<file path="config.mk">
export PLATFORM = sky130hd
export DESIGN_NAME = utf8_to_utf16_decoder
export DESIGN_NICKNAME = d
export VERILOG_FILES = /design/src/u8u16_pkg.sv /design/src/u8u16_front.sv /design/src/u8u16_queue.sv /design/src/u8u16_back.sv /design/src/utf8_to_utf16_decoder.sv
export SDC_FILE = /design/constraint.sdc
export NUM_CORES = 1
export LEC_CHECK = 0
export BUFFER_PORTS_ARGS = -buffer_cell sky130_fd_sc_hd__buf_2
export CORE_ASPECT_RATIO = 0.9
export CORE_UTILIZATION = 56
export CTS_CLUSTER_DIAMETER = 80
export CTS_CLUSTER_SIZE = 14
export DETAILED_ROUTE_END_ITERATION = 6
export PLACE_DENSITY = 0.74
export SETUP_SLACK_MARGIN = 0.1
export SLEW_MARGIN = 20
export SYNTH_ARGS = -nofsm -noshare
export SYNTH_HDL_FRONTEND = slang
export SYNTH_SLANG_ARGS = --single-unit
</file>
<file path="constraint.sdc">
create_clock -name clk_i -period 10.2 [get_ports clk_i]
set_input_delay 0.51 -clock clk_i [delete_from_list [all_inputs] [get_ports clk_i]]
set_output_delay 0.51 -clock clk_i [all_outputs]
set_load 0.005 [all_outputs]
</file>
<file path="src/u8u16_pkg.sv">
// Shared types and constants for the UTF-8 to UTF-16 decoder.
`default_nettype none

package u8u16_pkg;

  localparam int unsigned QueueDepth = 4;

  localparam logic [15:0] MaxUnitsReset = 16'd4095;
  localparam logic [15:0] SubstUnit     = 16'h003F;
  localparam logic [15:0] HiSurrBase    = 16'hD800;
  localparam logic [15:0] LoSurrBase    = 16'hDC00;
  localparam logic [20:0] SuppBase      = 21'h010000;

  // One decoded character waiting for the output side.
  typedef struct packed {
    logic [15:0] unit_hi;  // high surrogate, used only for pairs
    logic [15:0] unit_lo;  // single unit or low surrogate
    logic        pair;
    logic        subst;
  } entry_t;

  typedef struct packed {
    logic empty;
    logic full;
  } queue_stat_t;

endpackage

`default_nettype wire

</file>
<file path="src/u8u16_front.sv">
// Byte intake: UTF-8 sequence tracking, unit limit and character classification.
`default_nettype none

module u8u16_front (
  input  wire logic                 clk_i,
  input  wire logic                 rst_ni,
  input  wire logic                 cfg_we_i,
  input  wire logic [15:0]          cfg_wdata_i,
  input  wire logic                 valid_i,
  output      logic                 ready_o,
  input  wire logic [7:0]           byte_i,
  input  wire logic                 eos_i,
  input  wire logic                 full_i,
  output      logic                 push_o,
  output      u8u16_pkg::entry_t    entry_o
);

  logic [15:0] max_units_q;
  logic [20:0] pc_q, pc_d;
  logic [1:0]  due_q, due_d;
  logic [15:0] units_q, units_d;
  logic        stopped_q, stopped_d;

  logic        accept;
  logic        emit_req;
  logic [20:0] emit_cp;
  logic [20:0] pc_shift;
  logic [20:0] supp_off;

  assign ready_o  = !full_i;
  assign accept   = valid_i && !full_i;
  assign pc_shift = {pc_q[14:0], byte_i[5:0]};
  assign supp_off = emit_cp - u8u16_pkg::SuppBase;

  always_comb begin
    pc_d      = pc_q;
    due_d     = due_q;
    units_d   = units_q;
    stopped_d = stopped_q;
    emit_req  = 1'b0;
    emit_cp   = pc_shift;
    push_o    = 1'b0;
    entry_o   = '{unit_hi: '0, unit_lo: '0, pair: 1'b0, subst: 1'b0};

    if (accept && !stopped_q) begin
      if (due_q != 2'd0) begin
        due_d = due_q - 2'd1;
        pc_d  = pc_shift;
        if (due_q == 2'd1) begin
          emit_req = 1'b1;
          pc_d     = '0;
        end
      end else if (units_q >= max_units_q) begin
        stopped_d = 1'b1;
      end else if (!byte_i[7]) begin
        emit_req = 1'b1;
        emit_cp  = {13'd0, byte_i};
      end else if (byte_i[7:5] == 3'b110) begin
        pc_d  = {16'd0, byte_i[4:0]};
        due_d = 2'd1;
      end else if (byte_i[7:4] == 4'b1110) begin
        pc_d  = {17'd0, byte_i[3:0]};
        due_d = 2'd2;
      end else if (byte_i[7:3] == 5'b11110) begin
        pc_d  = {18'd0, byte_i[2:0]};
        due_d = 2'd3;
      end else begin
        push_o        = 1'b1;
        entry_o.unit_lo = u8u16_pkg::SubstUnit;
        entry_o.subst = 1'b1;
        units_d       = units_q + 16'd1;
      end

      if (emit_req) begin
        if (emit_cp[20:16] != 5'd0) begin
          // A pair needs room for two units before the limit.
          if (({1'b0, units_q} + 17'd1) >= {1'b0, max_units_q}) begin
            stopped_d = 1'b1;
          end else begin
            push_o          = 1'b1;
            entry_o.unit_hi = u8u16_pkg::HiSurrBase + {6'd0, supp_off[19:10]};
            entry_o.unit_lo = u8u16_pkg::LoSurrBase + {6'd0, supp_off[9:0]};
            entry_o.pair    = 1'b1;
            units_d         = units_q + 16'd2;
          end
        end else begin
          push_o          = 1'b1;
          entry_o.unit_lo = emit_cp[15:0];
          units_d         = units_q + 16'd1;
        end
      end
    end

    if (accept && eos_i) begin
      pc_d      = '0;
      due_d     = '0;
      units_d   = '0;
      stopped_d = 1'b0;
    end
  end

  always_ff @(posedge clk_i or negedge rst_ni) begin
    if (!rst_ni) begin
      max_units_q <= u8u16_pkg::MaxUnitsReset;
      pc_q        <= '0;
      due_q       <= '0;
      units_q     <= '0;
      stopped_q   <= 1'b0;
    end else begin
      if (cfg_we_i) begin
        max_units_q <= cfg_wdata_i;
      end
      pc_q      <= pc_d;
      due_q     <= due_d;
      units_q   <= units_d;
      stopped_q <= stopped_d;
    end
  end

endmodule

`default_nettype wire

</file>
<file path="src/u8u16_queue.sv">
// Small FIFO of decoded characters between the intake and the output side.
`default_nettype none

module u8u16_queue #(
  parameter int unsigned Depth = u8u16_pkg::QueueDepth
) (
  input  wire logic                   clk_i,
  input  wire logic                   rst_ni,
  input  wire logic                   push_i,
  input  wire u8u16_pkg::entry_t      entry_i,
  input  wire logic                   pop_i,
  output      u8u16_pkg::entry_t      head_o,
  output      u8u16_pkg::queue_stat_t stat_o
);

  localparam int unsigned PtrW = (Depth > 1) ? $clog2(Depth) : 1;
  localparam int unsigned CntW = $clog2(Depth + 1);

  u8u16_pkg::entry_t mem_q [Depth];
  logic [PtrW-1:0]   wr_ptr_q, rd_ptr_q;
  logic [CntW-1:0]   count_q;
  logic              do_push, do_pop;

  assign stat_o.empty = (count_q == '0);
  assign stat_o.full  = (count_q == CntW'(Depth));
  assign do_push      = push_i && !stat_o.full;
  assign do_pop       = pop_i && !stat_o.empty;
  assign head_o       = mem_q[rd_ptr_q];

  always_ff @(posedge clk_i) begin
    if (do_push) begin
      mem_q[wr_ptr_q] <= entry_i;
    end
  end

  always_ff @(posedge clk_i or negedge rst_ni) begin
    if (!rst_ni) begin
      wr_ptr_q <= '0;
      rd_ptr_q <= '0;
      count_q  <= '0;
    end else begin
      if (do_push) begin
        wr_ptr_q <= (wr_ptr_q == PtrW'(Depth - 1)) ? '0 : wr_ptr_q + PtrW'(1);
      end
      if (do_pop) begin
        rd_ptr_q <= (rd_ptr_q == PtrW'(Depth - 1)) ? '0 : rd_ptr_q + PtrW'(1);
      end
      if (do_push && !do_pop) begin
        count_q <= count_q + CntW'(1);
      end else if (do_pop && !do_push) begin
        count_q <= count_q - CntW'(1);
      end
    end
  end

endmodule

`default_nettype wire

</file>
<file path="src/u8u16_back.sv">
// Output side: splits surrogate pairs into two beats and holds the output register.
`default_nettype none

module u8u16_back (
  input  wire logic                   clk_i,
  input  wire logic                   rst_ni,
  input  wire u8u16_pkg::entry_t      head_i,
  input  wire u8u16_pkg::queue_stat_t stat_i,
  output      logic                   pop_o,
  output      logic                   valid_o,
  input  wire logic                   ready_i,
  output      logic [15:0]            unit_o,
  output      logic                   last_o,
  output      logic                   subst_o
);

  logic        valid_q, valid_d;
  logic        phase_q, phase_d;
  logic [15:0] unit_q;
  logic        last_q, subst_q;
  logic        load;
  logic        high_half;

  assign load      = !stat_i.empty && (!valid_q || ready_i);
  assign high_half = head_i.pair && !phase_q;
  assign pop_o     = load && !high_half;

  always_comb begin
    valid_d = valid_q;
    phase_d = phase_q;
    if (load) begin
      valid_d = 1'b1;
      phase_d = high_half;
    end else if (ready_i) begin
      valid_d = 1'b0;
    end
  end

  always_ff @(posedge clk_i or negedge rst_ni) begin
    if (!rst_ni) begin
      valid_q <= 1'b0;
      phase_q <= 1'b0;
    end else begin
      valid_q <= valid_d;
      phase_q <= phase_d;
    end
  end

  always_ff @(posedge clk_i) begin
    if (load) begin
      unit_q  <= high_half ? head_i.unit_hi : head_i.unit_lo;
      last_q  <= !high_half;
      subst_q <= head_i.subst;
    end
  end

  assign valid_o = valid_q;
  assign unit_o  = unit_q;
  assign last_o  = last_q;
  assign subst_o = subst_q;

endmodule

`default_nettype wire

</file>
<file path="src/utf8_to_utf16_decoder.sv">
// UTF-8 to UTF-16 decoder top level with the character queue and checks.
//
// Input stream: one UTF-8 byte per beat in s_axis_tdata, s_axis_tlast on the
// final byte of a string. Output stream: one UTF-16 unit per beat, tlast on
// the last unit that an input byte produced, tuser on a '?' substitute.
// The front decodes one byte per cycle and pushes each finished character
// into a queue of QueueDepth entries; a byte is taken whenever the queue has
// room. The back splits a surrogate pair into two beats, so while the receiver
// is ready, output runs at one unit per cycle.
// A byte's units are written into the queue, then into the output register.
// Sustained rate, receiver ready: one byte per cycle, back-to-back surrogate
// pairs included, since a pair takes four input beats and only two output beats.
// When the receiver stalls, the output register holds its beat, the queue
// fills and s_axis_tready falls once it is full.
// Reset empties the queue, clears the string state and sets the limit to
// 4095 units; cfg_we_i writes a new limit.
`default_nettype none

module utf8_to_utf16_decoder #(
  // At least 2.
  parameter int unsigned QueueDepth = u8u16_pkg::QueueDepth
) (
  input  wire logic        clk_i,
  input  wire logic        rst_ni,
  input  wire logic        cfg_we_i,
  input  wire logic [15:0] cfg_wdata_i,
  input  wire logic        s_axis_tvalid,
  output      logic        s_axis_tready,
  input  wire logic [7:0]  s_axis_tdata,   // [7:0] byte_in
  input  wire logic        s_axis_tlast,
  output      logic        m_axis_tvalid,
  input  wire logic        m_axis_tready,
  output      logic [15:0] m_axis_tdata,   // [15:0] unit
  output      logic        m_axis_tlast,
  output      logic        m_axis_tuser    // [0] is_substitute
);

  logic                   push;
  logic                   pop;
  u8u16_pkg::entry_t      push_entry;
  u8u16_pkg::entry_t      head;
  u8u16_pkg::queue_stat_t q_stat;

  u8u16_front u_front (
    .clk_i       (clk_i),
    .rst_ni      (rst_ni),
    .cfg_we_i    (cfg_we_i),
    .cfg_wdata_i (cfg_wdata_i),
    .valid_i     (s_axis_tvalid),
    .ready_o     (s_axis_tready),
    .byte_i      (s_axis_tdata),
    .eos_i       (s_axis_tlast),
    .full_i      (q_stat.full),
    .push_o      (push),
    .entry_o     (push_entry)
  );

  u8u16_queue #(
    .Depth (QueueDepth)
  ) u_queue (
    .clk_i   (clk_i),
    .rst_ni  (rst_ni),
    .push_i  (push),
    .entry_i (push_entry),
    .pop_i   (pop),
    .head_o  (head),
    .stat_o  (q_stat)
  );

  u8u16_back u_back (
    .clk_i   (clk_i),
    .rst_ni  (rst_ni),
    .head_i  (head),
    .stat_i  (q_stat),
    .pop_o   (pop),
    .valid_o (m_axis_tvalid),
    .ready_i (m_axis_tready),
    .unit_o  (m_axis_tdata),
    .last_o  (m_axis_tlast),
    .subst_o (m_axis_tuser)
  );

  // The queue can never report full and empty at once.
  assert property (@(posedge clk_i) disable iff (!rst_ni)
    !(q_stat.empty && q_stat.full))
    else $error("queue reports full and empty together");

  // A taken high surrogate is followed at once by its low half.
  assert property (@(posedge clk_i) disable iff (!rst_ni)
    (m_axis_tvalid && m_axis_tready && !m_axis_tlast) |=> (m_axis_tvalid && m_axis_tlast))
    else $error("low surrogate did not follow its high half");

  // A substitute is always a single '?' unit.
  assert property (@(posedge clk_i) disable iff (!rst_ni)
    (m_axis_tvalid && m_axis_tuser) |->
      (m_axis_tlast && (m_axis_tdata == u8u16_pkg::SubstUnit)))
    else $error("substitute beat is malformed");

  // Input is refused only when the queue is full.
  assert property (@(posedge clk_i) disable iff (!rst_ni)
    !s_axis_tready |-> q_stat.full)
    else $error("input stalled with room in the queue");

endmodule

`default_nettype wire

</file>
* Yosys cells after proc, flatten, opt, wreduce, memory -nomap -nowiden
Memory sizes are Yosys's and may differ from the RTL's.
Cells that the tools add are included.
** Word-level totals
- Flip-flop bits (word level) :: 77
- Memory bits (writable) :: 136
- Input bits :: 30
- Output and inout port bits :: 20
- Word-level logic and storage cells :: 139
- Memories kept :: 1
** Operators by class
- Add/sub/neg operators :: 11
- Order comparisons :: 2
- Eq/ne operators :: 8
- Multiplexer cells :: 76
- Reduce and logical (&&, ||, !) cells :: 28
** Memory list
- u_queue.mem_q :: depth 4, width 34, rd ports 1, clocked after memory_dff 0, write ports 1, line u8u16_queue.sv:19 : u8u16_pkg::entry_t mem_q [Depth];
** Operators with widths (number)
- 16-bit 2-to-1 mux :: 19
- 15-bit 2-to-1 mux :: 9
- 21-bit 2-to-1 mux :: 4
- 33-bit 2-to-1 mux :: 2
- 34-bit 2-to-1 mux :: 1
- 15-bit by 11-bit adder with 16-bit output (first input constant) :: 2
- 1-bit 2-to-1 mux :: 27
- 2-bit 2-to-1 mux :: 10
- 20-bit 2-to-1 mux :: 1
- 20-bit by 17-bit subtractor with 20-bit output (second input constant) :: 1
- 16-bit by 1-bit adder with 17-bit output (second input constant) :: 1
- 17-bit by 16-bit greater-or-equal comparator with 1-bit output :: 1
- 16-bit by 1-bit adder with 16-bit output (second input constant) :: 1
- 16-bit by 2-bit adder with 16-bit output (second input constant) :: 1
- 16-bit greater-or-equal comparator :: 1
- 1-bit logical AND :: 10
- 5-bit nonzero test :: 2
- 1-bit zero test :: 8
- 2-bit nonzero test :: 4
- 3-bit == test (second input constant) :: 2
- 3-bit 2-to-1 mux :: 2
- 6-bit 2-to-1 mux :: 1
- 5-bit == test (second input constant) :: 1
- 2-bit by 1-bit adder with 2-bit output (second input constant) :: 2
- 11 further kinds :: 12

* Logic depth before layout (Yosys ltp)
- Word-level depth :: 16
- Gate-level depth with buffers :: 22
- Gate-level depth less buffers :: 21

* By module
Synthesis repeated with hierarchy kept, for this count alone.
** Second synthesis, totals
- Cell total of the unflattened synthesis :: 746
- Area, all modules :: 10391.2 sq um
** Modules (own cells, without submodules)
- u8u16_queue :: times used 1, cells each 215, area each 5392.7 sq um, seq. area each 4259.1 sq um
- u8u16_front :: times used 1, cells each 486, area each 4141.5 sq um, seq. area each 1266.2 sq um
- u8u16_back :: times used 1, cells each 45, area each 857.1 sq um, seq. area each 590.6 sq um

* Worst setup path before layout
OpenSTA, ideal clock, no wires.
- Path type :: flip-flop to flip-flop
- From :: register u_front.units_q[8]
- To :: memory u_queue.mem_q[0][0] (netlist bit) (enable)
- Setup time :: 0.387 ns
- Arrival time :: 4.420 ns
- Data required time :: 9.813 ns
- Path slack :: 5.392 ns
- Stages on the path, launching flop included :: 18
- Buffers on the path :: 2
- Clock period less this slack :: 4.808 ns
- Cells stage by stage :: dfrtp_1 > clkbuf_1 > nand4_1 > or3_1 > nor2_1 > and3_1 > nand2_1 > xnor2_1 > ha_1 > nand4_1 > nor3_1 > a21oi_1 > o311ai_1 > nor4_2 > nand2_1 > a21oi_2 > buf_2 > and2_1
** On the way
- Cells in the longest elaborated chain, start to end :: 11
- Elaborated cells between the ends (all ways) :: 19
- Classes of those cells :: 1 x add/sub; 2 x order compare; 14 x mux; 2 x reduce/logical
** Ends and longest elaborated chain
- start, declared :: line u8u16_front.sv:21 : logic [15:0] units_q, units_d;
- start signal, assigned :: line u8u16_front.sv:115 : units_q <= units_d;
- branches (longest 6 deep; another with 16-bit by 1-bit adder with 17-bit output)
- 1-bit 2-to-1 mux * :: line u8u16_front.sv:74 : if (emit_req) begin
- 1-bit 2-to-1 mux * :: line u8u16_front.sv:45 : if (accept && !stopped_q) begin
- 1-bit logical AND * :: line u8u16_queue.sv:26 : assign do_push = push_i && !stat_o.full;
- named net u_queue.do_push :: line u8u16_queue.sv:22 : logic do_push, do_pop;
- 1-bit 2-to-1 mux * :: line u8u16_queue.sv:31 : if (do_push) begin
- 1-bit 2-to-1 mux (implied by the code) * :: line u8u16_queue.sv:32 : mem_q[wr_ptr_q] <= entry_i;
- end, declared :: line u8u16_queue.sv:19
Mark *: on every way through the listed nets, which the timed path passes. The select of a mux whose other input is x is not followed.

* Worst setup path in the final report
- From :: register u_front.units_q[2]
- To :: register u_queue.count_q[2]
** On the way
- Cells in the longest elaborated chain, start to end :: 12
- Elaborated cells between the ends (all ways) :: 22
- Classes of those cells :: 1 x add/sub; 2 x order compare; 13 x mux; 6 x reduce/logical
** Ends and longest elaborated chain
- branches (longest 6 deep; another with 16-bit by 1-bit adder with 17-bit output)
- 1-bit 2-to-1 mux * :: line u8u16_front.sv:74
- 1-bit 2-to-1 mux * :: line u8u16_front.sv:45
- 1-bit logical AND * :: line u8u16_queue.sv:26
- 1-bit zero test :: line u8u16_queue.sv:50 : end else if (do_pop && !do_push) begin
- 1-bit logical AND :: line u8u16_queue.sv:50
- 2-bit nonzero test (no line)
- end signal, assigned :: line u8u16_queue.sv:49 : count_q <= count_q + CntW'(1);
- end signal, assigned :: line u8u16_queue.sv:51 : count_q <= count_q - CntW'(1);
- end, declared :: line u8u16_queue.sv:21 : logic [CntW-1:0] count_q;
Mark *: on every way between the ends. The select of a mux whose other input is x is not followed.
A chain may end at the register's enable or synchronous reset.

==> key figures <==
Timing
  – Final setup skew: 0.0103 ns
  – Min Hold Slack: 0.259 ns
  – Slew HR: 28.6%
  – Worst Tran Pin Value: 1.07 ns
  – Final worst path period share: 54.8%
  – Fin crit period: 5.59 ns
  – Final hold vios: 0
  – Max Freq: 0.179 GHz
  – Max-slew violations: 0
  – Final setup vio count: 0
  – RSZ-0062 raised after global routing: false
  – Sum Neg Setup Slack: 0 ns

Clocking
  – Clk pin slew, worst setup/hold paths: 0.07 ns
  – Skew-Pair Late Insertion Delay: 0.43 ns
  – Setup bufs post-CTS: 0
  – Clock Path Buffers: 2
  – CTS Hold Bufs: 0
  – Htree depth: 4
  – Post-CTS sizing: 0
  – Root buf cell: clkbuf_16
  – Number of buffers created by CTS: 17
  – CTS tree: done
  – Clock sink count: 189

Synth
  – Synth Net Count: 834
  – Count of state elements after synthesis: 189
  – Netlist cell types: 69
  – Post-synth EDFFs: 130
  – Synth warn: 0
  – Synth Instances: 762
  – Syn Area/Cell: 12.4 sq um
  – Synth async-reset ratio: 31.2%
  – Sequential fraction of the synthesis area: 57.1%
  – Primary FF master, synth: edfxtp_1
  – Mapped Area: 0.00944 sq mm

Setup path
  – Register-to-register setup slack: 4.61 ns
  – Slowest-stage cell, CP: a21oi_2
  – Reg2Reg Capture Point: u_queue.count_q[2]
  – Worst EP required: 10.55 ns
  – Worst setup path endpoint: u_queue.count_q[2]
  – FF-to-FF Start: u_front.units_q[2]
  – Crit path launch type: flip-flop
  – WP depth: 21
  – CP Max Fanout: 13
  – Arrival @ worst endpoint: 5.94 ns
  – Crit path buffers/inverters: 2
  – CP cell instances: ha_1 -> nand3_1 -> or3_1 -> nor2_1 -> nand2_1 -> xnor2_1 -> ha_1 -> o21a_1 -> o21a_1 -> o311ai_0 -> o311ai_1 -> nor4_2 -> buf_4 -> nand2_1 -> a21oi_2 -> ha_1 -> inv_1 -> fa_1 -> xor2_1 -> nor2_1 -> xor2_1
  – Most common cell on crit path: ha_1
  – Critical path startpoint: u_front.units_q[2]
  – Register-to-Register Path Depth: 21
  – Crit path capture type: flip-flop
  – Setup CP Type: flip-flop to flip-flop
  – CP max stage delay: 0.65 ns
  – Largest delay share family, worst path: compound AO/OA/AOI/OAI gates

Final layout
  – Commonest non-fill, non-tap cells in the layout: 130 x edfxtp_1, 96 x nand2_1, 49 x o21ai_0, 49 x buf_2, 47 x dfrtp_1
  – Commonest non-fill, non-tap cell in the layout: edfxtp_1
  – Layout cells sized above 1: 20.6%
  – Fin area: 0.0105 sq mm
  – Fin cells: 1026
  – Layout Nets: 878
  – Diodes inserted: 0
  – Layout Area Growth over Synthesis: 11.4%
  – Fill count: 1217

Route
  – Drc violations: 6
  – Via count: 6621
  – Routed Antenna Nets: 0
  – Drt first-iter violations: 781
  – WL final: 23100 um
  – Initial DRT Pass Iterations: 7
  – Wirelength per Cell: 22.5 um
  – Via/cell ratio: 6.45

Die
  – Die area: 0.0174 sq mm
  – Die height: 125 um
  – Row Count: 44
  – Initial Utilization: 58.0%
  – Io pins: 50
  – Die width: 139 um
  – Floorplan Core Area: 0.0163 sq mm

Global routing
  – Global route total overflow: 0
  – Antenna violations before repair: 0
  – Vias in the first global route: 6493
  – First-pass GRT wire length: 36800 um
  – Global Route Usage Sum: 28.3%
  – Largest net degree at the start of global routing: 60

Flow run
  – Max-cap violations: 0

Placement
  – Post-Place Cells: 993
  – IO buf count: 49
  – Placed inst area: 0.00990 sq mm
  – Placer congestion estimate: 0.958
  – HPWL after DPL: 15900 um

Outcome
  – Failing checks: DRC
  – Run status: finished, violations left

Power
  – Peak VDD IR: 0.172 mV
  – Total power: 2.68 mW
  – Power per standard cell area: 254 mW/mm^2
  – Leakage power: 4.09 nW

Hold path
  – Worst hold-check path type: input pin to async pin
-- registers in the layout, summed over array words and instances, names as in the netlist, 2 cells and up --
| register | count |
|---|---|
| u_queue.wr_ptr_q | 2 |
| u_front.units_q | 16 |
| u_back.unit_o | 16 |
| u_front.due_q | 2 |
| u_queue.rd_ptr_q | 2 |
| u_queue.count_q | 3 |
| u_front.pc_q | 15 |
| u_queue.mem_q | 112 |
| u_front.max_units_q | 16 |
-- worst min-delay path by stage --
| stage | from | end | slack (ns) | depth (start not counted) |
|---|---|---|---|---|
| finish | rst_ni | u_front.units_q[5] | 0.26 | 2 |
| floorplan | rst_ni | u_back.phase_q | 0.21 | 0 |
| CTS | rst_ni | u_front.units_q[3] | 0.27 | 2 |
| detailed placement | u_back.phase_q | u_back.phase_q | 0.47 | 1 |
| global placement | u_back.phase_q | u_back.phase_q | 0.45 | 1 |
| global route | m_axis_tready | u_back.valid_o | 0.29 | 2 |
-- layer usage --
| layer | wire length, um | share of wire [%] | global-route usage [%] | up-vias |
|---|---|---|---|---|
| li1 | - | - | - | 2966 |
| met1 | 10100 | 44 | 41.7 | 3259 |
| met2 | 10200 | 44 | 41.3 | 359 |
| met3 | 2500 | 11 | 7.77 | 37 |
| met4 | 333 | 1.4 | 8.50 | 0 |
| met5 | 0 | 0 | 0 | - |
-- cell families (layout without fill, tap and decap cells) --
| family | after synthesis | in the layout | synth area share (%) |
|---|---|---|---|
| and+or+nand+nor | 222 | 222 | 11.0 |
| DFF | 189 | 189 | 57.1 |
| AOI/OAI and AO/OA | 166 | 166 | 12.1 |
| buffers and inverters | 72 | 129 | 2.98 |
| muxes | 47 | 47 | 8.90 |
| adders and majority gates | 42 | 42 | 5.64 |
| xor gates and xnor gates | 24 | 24 | 2.23 |
-- Yosys cell counts (3+ instances only) --
library cell  number  area share, %
xnor2_1           13            1.2
ha_1              41            5.4
dfrtp_1           47             12
edfxtp_1         130             41
a21oi_2            3           0.28
buf_2              9           0.48
xor2_1            11            1.0
and3_1            11           0.73
a2111o_1           3           0.36
or2_2              3           0.20
a31oi_1            6           0.40
nand3_1           19            1.0
o21ai_0           49            2.6
mux2_2            16            1.9
clkbuf_1          26            1.0
dfstp_2           12            3.3
nor2b_1            3           0.20
mux2i_1            3           0.32
a21oi_1           21            1.1
a221o_1            4           0.42
nor2_1            32            1.3
or3_1              5           0.33
nand2b_1           6           0.40
and2_1            10           0.66
nand2_1           96            3.8
nor3_1            19            1.0
o21ai_1            3           0.16
inv_1             34            1.4
a21o_1             7           0.56
buf_1              3           0.12
o21a_1            15            1.2
a211oi_1           9           0.72
a22o_1             3           0.28
o41ai_1            5           0.46
o211ai_1           3           0.24
a31o_2             4           0.37
nand4_1            8           0.53
mux4_2            28            6.7
-- final cells by class --
| class | instances | area, sq um | share of cell area, % |
|---|---|---|---|
| multi-input cells | 501 | 3780 | 35.9 |
| inverters | 34 | 128 | 1.21 |
| clock buffers | 18 | 429 | 4.08 |
| flip-flops and latches | 189 | 5400 | 51.3 |
| repair buffers | 63 | 354 | 3.36 |
| well taps | 207 | 259 | 2.46 |
| clock inverters | 14 | 181 | 1.72 |
-- metrics by stage --
stage | setup WS, ns | utilization (%)
after CTS | 4.71 | 64.5
after global routing | 4.20 | 64.6
after detailed placement | 4.77 | 60.8
final | 4.61 | 64.6
after floorplan | 5.39 | -
after global placement | 4.97 | 60.8
-- power breakdown --
part	internal (mW)	switching, mW	total, mW
combinational	0.360	0.522	0.882
sequential	1.03	0.0865	1.12
clock	0.371	0.303	0.674
total	1.76	0.912	2.68
No activity file was read; power rests on OpenSTA's default activity.
